**src/sv/uu64le_pkg.sv**
```systemverilog
// ----------------------------------------------------------------------------
// uu64le_pkg
// Shared types, constants and character functions of the line encoder.
// ----------------------------------------------------------------------------
package uu64le_pkg;

  localparam int unsigned MAX_LINE_BYTES_DEF = 45;
  localparam int unsigned CNT_W              = 6;
  localparam int unsigned BYTE_W             = 8;

  localparam logic [BYTE_W-1:0] CH_NL      = 8'd10;
  localparam logic [BYTE_W-1:0] CH_UU_PAD  = 8'h60;
  localparam logic [BYTE_W-1:0] CH_B64_PAD = 8'h3D;
  localparam logic [BYTE_W-1:0] UU_OFS     = 8'd32;

  localparam logic [0:0] REG_MODE = 1'b0;
  localparam logic [0:0] REG_LINE = 1'b1;

  typedef enum logic [2:0] {
    ST_COLLECT,
    ST_LEN,
    ST_G0,
    ST_G1,
    ST_G2,
    ST_G3,
    ST_NL
  } state_t;

  typedef struct packed {
    logic              we;
    logic [CNT_W-1:0]  waddr;
    logic [BYTE_W-1:0] wdata;
    logic              re;
    logic [CNT_W-1:0]  raddr;
  } mem_req_t;

  typedef struct packed {
    logic             uu;
    logic [CNT_W-1:0] eff;
  } cfg_t;

  function automatic logic [CNT_W-1:0] floor3(input logic [CNT_W-1:0] v);
    logic [CNT_W-1:0] r;
    r = '0;
    for (int k = 0; k < 22; k++) begin
      if (CNT_W'(3 * k) <= v) r = CNT_W'(3 * k);
    end
    return r;
  endfunction

  function automatic logic [CNT_W-1:0] eff_len(input logic [CNT_W-1:0] v,
                                               input logic [CNT_W-1:0] mx);
    logic [CNT_W-1:0] s;
    s = (v <= CNT_W'(2) || v > mx) ? mx : v;
    return floor3(s);
  endfunction

  function automatic logic [BYTE_W-1:0] enc_char(input logic [5:0] v,
                                                 input logic       uu);
    logic [BYTE_W-1:0] c;
    if (uu) begin
      c = (v == 6'd0) ? CH_UU_PAD : ({2'b00, v} + UU_OFS);
    end else if (v < 6'd26) begin
      c = 8'h41 + {2'b00, v};
    end else if (v < 6'd52) begin
      c = 8'h61 + {2'b00, v - 6'd26};
    end else if (v < 6'd62) begin
      c = 8'h30 + {2'b00, v - 6'd52};
    end else begin
      c = (v == 6'd62) ? 8'h2B : 8'h2F;
    end
    return c;
  endfunction

endpackage

```
**src/sv/uu64le_store.sv**
```systemverilog
// ----------------------------------------------------------------------------
// uu64le_store
// Line buffer: one write port, one read port, registered read data.
// ----------------------------------------------------------------------------
module uu64le_store #(
  parameter int unsigned DEPTH = uu64le_pkg::MAX_LINE_BYTES_DEF
) (
  input  logic                           clk,
  input  uu64le_pkg::mem_req_t           req,
  output logic [uu64le_pkg::BYTE_W-1:0]  rdata
);

  localparam int unsigned AW = (DEPTH > 1) ? $clog2(DEPTH) : 1;

  logic [uu64le_pkg::BYTE_W-1:0] mem [DEPTH];
  logic [uu64le_pkg::BYTE_W-1:0] rdata_r;

  always_ff @(posedge clk) begin
    if (req.we && req.waddr < uu64le_pkg::CNT_W'(DEPTH)) begin
      mem[req.waddr[AW-1:0]] <= req.wdata;
    end
  end

  // address past the end leaves the last data in place; caller masks it
  always_ff @(posedge clk) begin
    if (req.re && req.raddr < uu64le_pkg::CNT_W'(DEPTH)) begin
      rdata_r <= mem[req.raddr[AW-1:0]];
    end
  end

  assign rdata = rdata_r;

endmodule

```
**src/sv/uu64le_seq.sv**
```systemverilog
// ----------------------------------------------------------------------------
// uu64le_seq
// Collects bytes into the line buffer, then walks it one group at a time
// and drives the character stream through an output register.
// ----------------------------------------------------------------------------
module uu64le_seq #(
  parameter int unsigned MAX_LINE_BYTES = uu64le_pkg::MAX_LINE_BYTES_DEF
) (
  input  logic                           clk,
  input  logic                           rst_n,
  input  uu64le_pkg::cfg_t               cfg,
  input  logic                           in_tvalid,
  output logic                           in_tready,
  input  logic [uu64le_pkg::BYTE_W-1:0]  in_tdata,
  input  logic                           in_tlast,
  output logic                           out_tvalid,
  input  logic                           out_tready,
  output logic [uu64le_pkg::BYTE_W-1:0]  out_tdata,
  output logic                           out_tlast,
  output uu64le_pkg::mem_req_t           mem_req,
  input  logic [uu64le_pkg::BYTE_W-1:0]  mem_rdata
);

  localparam int unsigned CW = uu64le_pkg::CNT_W;
  localparam int unsigned BW = uu64le_pkg::BYTE_W;
  localparam logic [CW-1:0] MAXC = CW'(MAX_LINE_BYTES);

  uu64le_pkg::state_t state_r, state_nxt;
  logic [CW-1:0] cnt_r, cnt_nxt;
  logic [CW-1:0] n_r, n_nxt;
  logic [CW-1:0] i_r, i_nxt;
  logic [BW-1:0] a_r, a_nxt, b_r, b_nxt, c_r, c_nxt;
  logic          out_valid_r, out_valid_nxt;
  logic [BW-1:0] out_data_r, out_data_nxt;
  logic          out_last_r, out_last_nxt;

  logic          step_ok;
  logic [CW-1:0] cnt_inc;
  logic [CW-1:0] i1, i2, i3;
  logic [BW-1:0] b_eff, c_eff, pad;

  assign step_ok = !out_valid_r || out_tready;
  assign i1      = i_r + CW'(1);
  assign i2      = i_r + CW'(2);
  assign i3      = i_r + CW'(3);
  assign b_eff   = (i1 < n_r) ? mem_rdata : '0;
  assign c_eff   = (i2 < n_r) ? mem_rdata : '0;
  assign pad     = cfg.uu ? uu64le_pkg::CH_UU_PAD : uu64le_pkg::CH_B64_PAD;
  assign cnt_inc = (cnt_r < MAXC) ? cnt_r + CW'(1) : cnt_r;

  always_ff @(posedge clk) begin
    if (!rst_n) begin
      state_r     <= uu64le_pkg::ST_COLLECT;
      cnt_r       <= '0;
      out_valid_r <= 1'b0;
    end else begin
      state_r     <= state_nxt;
      cnt_r       <= cnt_nxt;
      out_valid_r <= out_valid_nxt;
    end
  end

  always_ff @(posedge clk) begin
    n_r        <= n_nxt;
    i_r        <= i_nxt;
    a_r        <= a_nxt;
    b_r        <= b_nxt;
    c_r        <= c_nxt;
    out_data_r <= out_data_nxt;
    out_last_r <= out_last_nxt;
  end

  always_comb begin
    state_nxt     = state_r;
    cnt_nxt       = cnt_r;
    n_nxt         = n_r;
    i_nxt         = i_r;
    a_nxt         = a_r;
    b_nxt         = b_r;
    c_nxt         = c_r;
    out_valid_nxt = out_valid_r && !out_tready;
    out_data_nxt  = out_data_r;
    out_last_nxt  = out_last_r;
    in_tready     = 1'b0;
    mem_req       = '0;

    unique case (state_r)
      uu64le_pkg::ST_COLLECT: begin
        in_tready = 1'b1;
        if (in_tvalid) begin
          mem_req.we    = (cnt_r < MAXC);
          mem_req.waddr = cnt_r;
          mem_req.wdata = in_tdata;
          if (cnt_inc >= cfg.eff || in_tlast) begin
            n_nxt     = cnt_inc;
            cnt_nxt   = '0;
            i_nxt     = '0;
            state_nxt = uu64le_pkg::ST_LEN;
          end else begin
            cnt_nxt = cnt_inc;
          end
        end
      end
      uu64le_pkg::ST_LEN: begin
        if (!cfg.uu) begin
          mem_req.re    = 1'b1;
          mem_req.raddr = '0;
          state_nxt     = uu64le_pkg::ST_G0;
        end else if (step_ok) begin
          out_valid_nxt = 1'b1;
          out_data_nxt  = BW'(n_r) + uu64le_pkg::UU_OFS;
          out_last_nxt  = 1'b0;
          mem_req.re    = 1'b1;
          mem_req.raddr = '0;
          state_nxt     = uu64le_pkg::ST_G0;
        end
      end
      uu64le_pkg::ST_G0: begin
        if (step_ok) begin
          out_valid_nxt = 1'b1;
          out_data_nxt  = uu64le_pkg::enc_char(mem_rdata[7:2], cfg.uu);
          out_last_nxt  = 1'b0;
          a_nxt         = mem_rdata;
          mem_req.re    = 1'b1;
          mem_req.raddr = i1;
          state_nxt     = uu64le_pkg::ST_G1;
        end
      end
      uu64le_pkg::ST_G1: begin
        if (step_ok) begin
          out_valid_nxt = 1'b1;
          out_data_nxt  = uu64le_pkg::enc_char({a_r[1:0], b_eff[7:4]}, cfg.uu);
          out_last_nxt  = 1'b0;
          b_nxt         = b_eff;
          mem_req.re    = 1'b1;
          mem_req.raddr = i2;
          state_nxt     = uu64le_pkg::ST_G2;
        end
      end
      uu64le_pkg::ST_G2: begin
        if (step_ok) begin
          out_valid_nxt = 1'b1;
          out_data_nxt  = (i1 >= n_r) ? pad :
                          uu64le_pkg::enc_char({b_r[3:0], c_eff[7:6]}, cfg.uu);
          out_last_nxt  = 1'b0;
          c_nxt         = c_eff;
          mem_req.re    = 1'b1;
          mem_req.raddr = i3;
          state_nxt     = uu64le_pkg::ST_G3;
        end
      end
      uu64le_pkg::ST_G3: begin
        if (step_ok) begin
          out_valid_nxt = 1'b1;
          out_data_nxt  = (i2 >= n_r) ? pad : uu64le_pkg::enc_char(c_r[5:0], cfg.uu);
          out_last_nxt  = 1'b0;
          i_nxt         = i3;
          state_nxt     = (i3 < n_r) ? uu64le_pkg::ST_G0 : uu64le_pkg::ST_NL;
        end
      end
      uu64le_pkg::ST_NL: begin
        if (step_ok) begin
          out_valid_nxt = 1'b1;
          out_data_nxt  = uu64le_pkg::CH_NL;
          out_last_nxt  = 1'b1;
          state_nxt     = uu64le_pkg::ST_COLLECT;
        end
      end
      default: state_nxt = uu64le_pkg::ST_COLLECT;
    endcase
  end

  assign out_tvalid = out_valid_r;
  assign out_tdata  = out_data_r;
  assign out_tlast  = out_last_r;

endmodule

```
**src/sv/uu_base64_line_encoder_core.sv**
```systemverilog
// ----------------------------------------------------------------------------
// uu_base64_line_encoder_core
// Base64 / uuencode line encoder: bytes in, one encoded line out per flush.
// ----------------------------------------------------------------------------
// Collecting: one byte per cycle, written straight into the line buffer.
// Flush of n bytes: ST_LEN starts the buffer read (length char in uu mode),
//   ST_G0..ST_G3 give the four chars of each 3-byte group, ST_NL the newline;
//   every char step waits for the output register to be free.
// No byte is accepted while a line is being flushed.
// rst_n (synchronous): empty line, base64 mode, 45-byte lines; buffer not cleared.
module uu_base64_line_encoder_core #(
  parameter int unsigned MAX_LINE_BYTES = uu64le_pkg::MAX_LINE_BYTES_DEF
) (
  input  logic                           clk,
  input  logic                           rst_n,
  input  logic                           cfg_we,
  input  logic [0:0]                     cfg_addr,
  input  logic [uu64le_pkg::CNT_W-1:0]   cfg_wdata,
  input  logic                           in_tvalid,
  output logic                           in_tready,
  input  logic [uu64le_pkg::BYTE_W-1:0]  in_tdata,   // [7:0] data_byte
  input  logic                           in_tlast,   // end_of_data
  output logic                           out_tvalid,
  input  logic                           out_tready,
  output logic [uu64le_pkg::BYTE_W-1:0]  out_tdata,  // [7:0] out_char
  output logic                           out_tlast   // last_of_run
);

  localparam int unsigned CW = uu64le_pkg::CNT_W;
  localparam logic [CW-1:0] MAXC    = CW'(MAX_LINE_BYTES);
  localparam logic [CW-1:0] EFF_RST = uu64le_pkg::floor3(MAXC);

  logic          mode_r, mode_nxt;
  logic [CW-1:0] eff_r, eff_nxt;

  uu64le_pkg::cfg_t                cfg;
  uu64le_pkg::mem_req_t            mem_req;
  logic [uu64le_pkg::BYTE_W-1:0]   mem_rdata;

  always_ff @(posedge clk) begin
    if (!rst_n) begin
      mode_r <= 1'b0;
      eff_r  <= EFF_RST;
    end else begin
      mode_r <= mode_nxt;
      eff_r  <= eff_nxt;
    end
  end

  always_comb begin
    mode_nxt = mode_r;
    eff_nxt  = eff_r;
    if (cfg_we) begin
      unique case (cfg_addr)
        uu64le_pkg::REG_MODE: mode_nxt = cfg_wdata[0];
        uu64le_pkg::REG_LINE: eff_nxt  = uu64le_pkg::eff_len(cfg_wdata, MAXC);
        default: ;
      endcase
    end
  end

  assign cfg.uu  = mode_r;
  assign cfg.eff = eff_r;

  uu64le_seq #(
    .MAX_LINE_BYTES (MAX_LINE_BYTES)
  ) u_seq (
    .clk        (clk),
    .rst_n      (rst_n),
    .cfg        (cfg),
    .in_tvalid  (in_tvalid),
    .in_tready  (in_tready),
    .in_tdata   (in_tdata),
    .in_tlast   (in_tlast),
    .out_tvalid (out_tvalid),
    .out_tready (out_tready),
    .out_tdata  (out_tdata),
    .out_tlast  (out_tlast),
    .mem_req    (mem_req),
    .mem_rdata  (mem_rdata)
  );

  uu64le_store #(
    .DEPTH (MAX_LINE_BYTES)
  ) u_store (
    .clk   (clk),
    .req   (mem_req),
    .rdata (mem_rdata)
  );

  a_wr_on_transfer: assert property (@(posedge clk) disable iff (!rst_n)
    mem_req.we |-> (in_tvalid && in_tready))
    else $error("line buffer written without an input transfer");

  a_flush_on_last: assert property (@(posedge clk) disable iff (!rst_n)
    (in_tvalid && in_tready && in_tlast) |=> !in_tready)
    else $error("end of data did not start a flush");

  a_nl_on_last: assert property (@(posedge clk) disable iff (!rst_n)
    (out_tvalid && out_tlast) |-> (out_tdata == uu64le_pkg::CH_NL))
    else $error("line end without newline");

  a_eff_range: assert property (@(posedge clk) disable iff (!rst_n)
    (eff_r >= CW'(3)) && (eff_r <= MAXC))
    else $error("effective line length out of range");

endmodule

```
**config.mk**
```make
export PLATFORM = sky130hd
export DESIGN_NAME = uu_base64_line_encoder_core
export DESIGN_NICKNAME = d
export VERILOG_FILES = /design/src/sv/uu64le_pkg.sv /design/src/sv/uu64le_store.sv /design/src/sv/uu64le_seq.sv /design/src/sv/uu_base64_line_encoder_core.sv
export SDC_FILE = /design/constraint.sdc
export NUM_CORES = 1
export LEC_CHECK = 0
export BUFFER_PORTS_ARGS = -buffer_cell sky130_fd_sc_hd__buf_2
export CAP_MARGIN = 20
export CORE_AREA = 3 3 200 202
export CTS_BUF_LIST = sky130_fd_sc_hd__clkbuf_8
export DETAILED_ROUTE_END_ITERATION = 10
export DIE_AREA = 0 0 203 205
export PLACE_DENSITY = 0.73
export SLEW_MARGIN = 20
export SYNTH_ARGS = -nofsm -noshare
export SYNTH_HDL_FRONTEND = slang
export SYNTH_SLANG_ARGS = --single-unit
export TNS_END_PERCENT = 30
```
**constraint.sdc**
```tcl
create_clock -name clk -period 3.8 [get_ports clk]
set_input_delay 0.57 -clock clk [delete_from_list [all_inputs] [get_ports clk]]
set_output_delay 0.57 -clock clk [all_outputs]
set_load 0.01 [all_outputs]
```
==> impl_metrics.ini <==
[global_route]
gr-usage-met2_pct = 41.8
grt.overflow.total = 0
grt_usage_pct = 26.2
grt_use_met3_pct = 4.43
antenna_found_initial = 0
grt_pass1_wl_um = 84200
busiest_layer = met2
gr-usage-met1_pct = 35.4
grt_max_degree = 66
first_global_vias = 14800

[finish]
layout.area.seq_um2 = 12400
multi_input_area_um2 = 8010
fill_cells = 3032
syn2layout_area_growth_pct = 12.8
utilization_pct = 61.4
final_cell_mix = edfxtp_1, nand2_1, buf_4
drive_above_1_share_pct = 15.4
insertedDiodeCount = 0
final_common_cell = edfxtp_1
nets = 2053

[clock_network]
cts_root_buffer = clkbuf_8
numCtsBuffers = 69
cts.htree.levels = 3
path_clk_slew_ps = 60
cts.sinks = 418
clock_path_buffers = 3
clk_latency_ps = 620
cts_tree = built

[die]
initial_core_util_pct = 54.5
dieHeight_um = 205
die_w_um = 203
die-area_um2 = 41600
num_io_pins = 32
core_region_area_um2 = 38500
fp-row-count = 72

[yosys]
synth_fa_ha_area_share_pct = 4.53
syn-cell-area_um2 = 20900
yosysUniqueCellTypes = 90
synth_top_family_by_area = simple AND/OR/NAND/NOR gates
synthMuxAreaShare_pct = 1.77
synthSimpleGateAreaFrac_pct = 15.7
synthFlopType = edfxtp_1
ys_seq_area_share_pct = 59.1
ys_ff_latch = 418
syn-num-nets = 1942
synthXorXnorAreaFrac_pct = 2.30
synth_area_per_cell_um2 = 11.3
synth-compound-area-share_pct = 12.8
synth_edf_count = 401
yosys_warnings = 0
synthCells = 1846
synth-async-reset-ratio_pct = 0

[pwr]
power_density_nw_per_um2 = 650
vdd_drop_max_v = 0.000414
p_leak_nw = 8.67
power.total_w = 0.0153

[worst_setup_path]
crit_required_ps = 4170
crit_arrival_ps = 4060
path_common_cell = ha_1
max_stage_delay_ps = 420
cp-end-kind = flip-flop
critical_path_class = reg -> reg
worstSetupStartpointType = flip-flop
path_max_fanout = 7
slowest_stage = edfxtp_1
crit_chain = buf_6 -> ha_2 -> nand3_1 -> xnor2_2 -> ha_1 -> nand4_1 -> o21bai_1 -> and2_4 -> nand2_4 -> ha_1 -> nand2b_1 -> or2_2 -> o211ai_1 -> a41o_1 -> a31oi_1 -> o32a_1

[sta]
setup_violations = 0
slew_viol_final = 0
skew_ps = 21.1
fmax_mhz = 271
relSlewSlack_pct = 25.2
tightest_slew_ps = 1090
fin_crit_ps = 3690
hold_viol_final = 0
rsz0062_at_grt = true
period_share_pct = 97.1

[drt]
wire_per_inst_um = 21.7
drc_errors = 0
ant_nets = 0
vias_per_cell = 6.11
vias = 15400
firstDrtPassIters = 5
routed_wl_um = 54800
drtIter0Drc = 1658

[place]
hpwl_um = 35700
portBuffers = 31
place_congestion = 0.942

[run]
cap_violations = 0

[outcome]
status = finished clean

[worst_hold_path]
hold_path_class = in -> reg
[cells in the mapped netlist, types with 9 or more instances]
cell type	n	area, um^2
xor2_1	24	210
o21ai_0	43	215
nor2_1	111	417
and3_1	37	231
a211oi_1	31	233
buf_4	13	97.6
nor2b_1	12	75.1
ha_1	75	938
dfxtp_1	17	340
o31a_1	10	87.6
buf_2	33	165
nand2b_1	13	81.3
nand2_1	329	1230
a31oi_1	52	325
edfxtp_1	401	12000
inv_1	53	199
and2_1	20	125
o31ai_1	10	75.1
xnor2_1	31	272
nor3_1	18	90.1
nand3_1	102	510
a221o_1	20	200
a21oi_1	99	495
o2111ai_1	19	166
buf_6	9	101
nor4_1	9	56.3
nand4_1	11	68.8
or3_1	9	56.3
clkbuf_1	51	191
o22ai_1	13	81.3
mux2i_1	37	370
[kinds of logic after synthesis]
| family | Yosys count |
|---|---|
| AOI/OAI and AO/OA | 386 |
| adders and majority gates | 76 |
| xor gates and xnor gates | 55 |
| buffers and inverters | 166 |
| DFF | 418 |
| muxes | 37 |
| and+or+nand+nor | 708 |
[cell type report]
| cell class | count | share of cell area (%) |
|---|---|---|
| inverter | 55 | 0.874 |
| multi-input combinational | 1262 | 33.9 |
| clock inverter | 53 | 1.12 |
| sequential | 418 | 52.4 |
| tap | 518 | 2.74 |
| clock buffer | 71 | 4.14 |
| timing repair buffer | 151 | 4.79 |
[state kept, by name (all words and copies together) (netlist names)]
register          flops
u_store.rdata         8
u_seq.out_tlast       1
u_seq.a_r             2
u_seq.n_r             6
u_store.mem         360
u_seq.state_r         3
u_seq.cnt_r           6
u_seq.out_tvalid      1
u_seq.out_tdata       8
eff_r                 6
u_seq.i_r             6
u_seq.b_r             4
u_seq.c_r             6
mode_r                1
[critical path: cells and delay by family, from the launching register on]
kind,cells,cell delay [ps]
simple gates,6,1120
buf+inv,1,140
flops,1,420
fa+ha+maj,3,740
compound gates,5,870
xor+xnor,1,160
[path summary, 6_finish.rpt]
check	start	endpoint	slack, ps	depth (start not counted)
worst max register to register	u_seq.i_r[1]	u_seq.out_tdata[4]	110	16
worst min-delay path	rst_n	eff_r[3]	220	2
worst min register to register	eff_r[0]	eff_r[0]	480	2
worst max-delay path	u_seq.i_r[1]	u_seq.out_tdata[4]	110	16
[routing by layer]
metal / wire length [um] / share of wire (%)
met5: 0 / 0
met4: 2390 / 4.4
met3: 4140 / 7.6
met2: 25700 / 47
met1: 22500 / 41
[power breakdown]
| group | switching, W | internal, W | leakage, nW |
|---|---|---|---|
| combinational | 0.00376 | 0.00217 | 4.16 |
| clock | 0.00179 | 0.00182 | 0.679 |
| sequential | 0.000235 | 0.00557 | 3.83 |
[through the flow]
step                      setup WS (ps)  hold slack (ps)  instances  setup TNS [ps]  area (um^2)
final                               111              216       2528               0        23600
after global routing              -64.4              210       2528            -154        23600
after CTS                          11.7              178       2524               0        23400
after detailed placement           -114              462       2400            -234        22200
after global placement             30.0              456       2399               0        22200
after floorplan                   -50.7              432       1846           -50.7        21000
[timing repair]
action | in CTS | in global routing
gates resized for setup | 3 | 39
endpoints found under the setup margin | 5 | 24
pin swaps | 0 | 1
hold buffers | 0 | 0
setup buffers | 0 | 4
No activity file was read; power rests on OpenSTA's default activity.
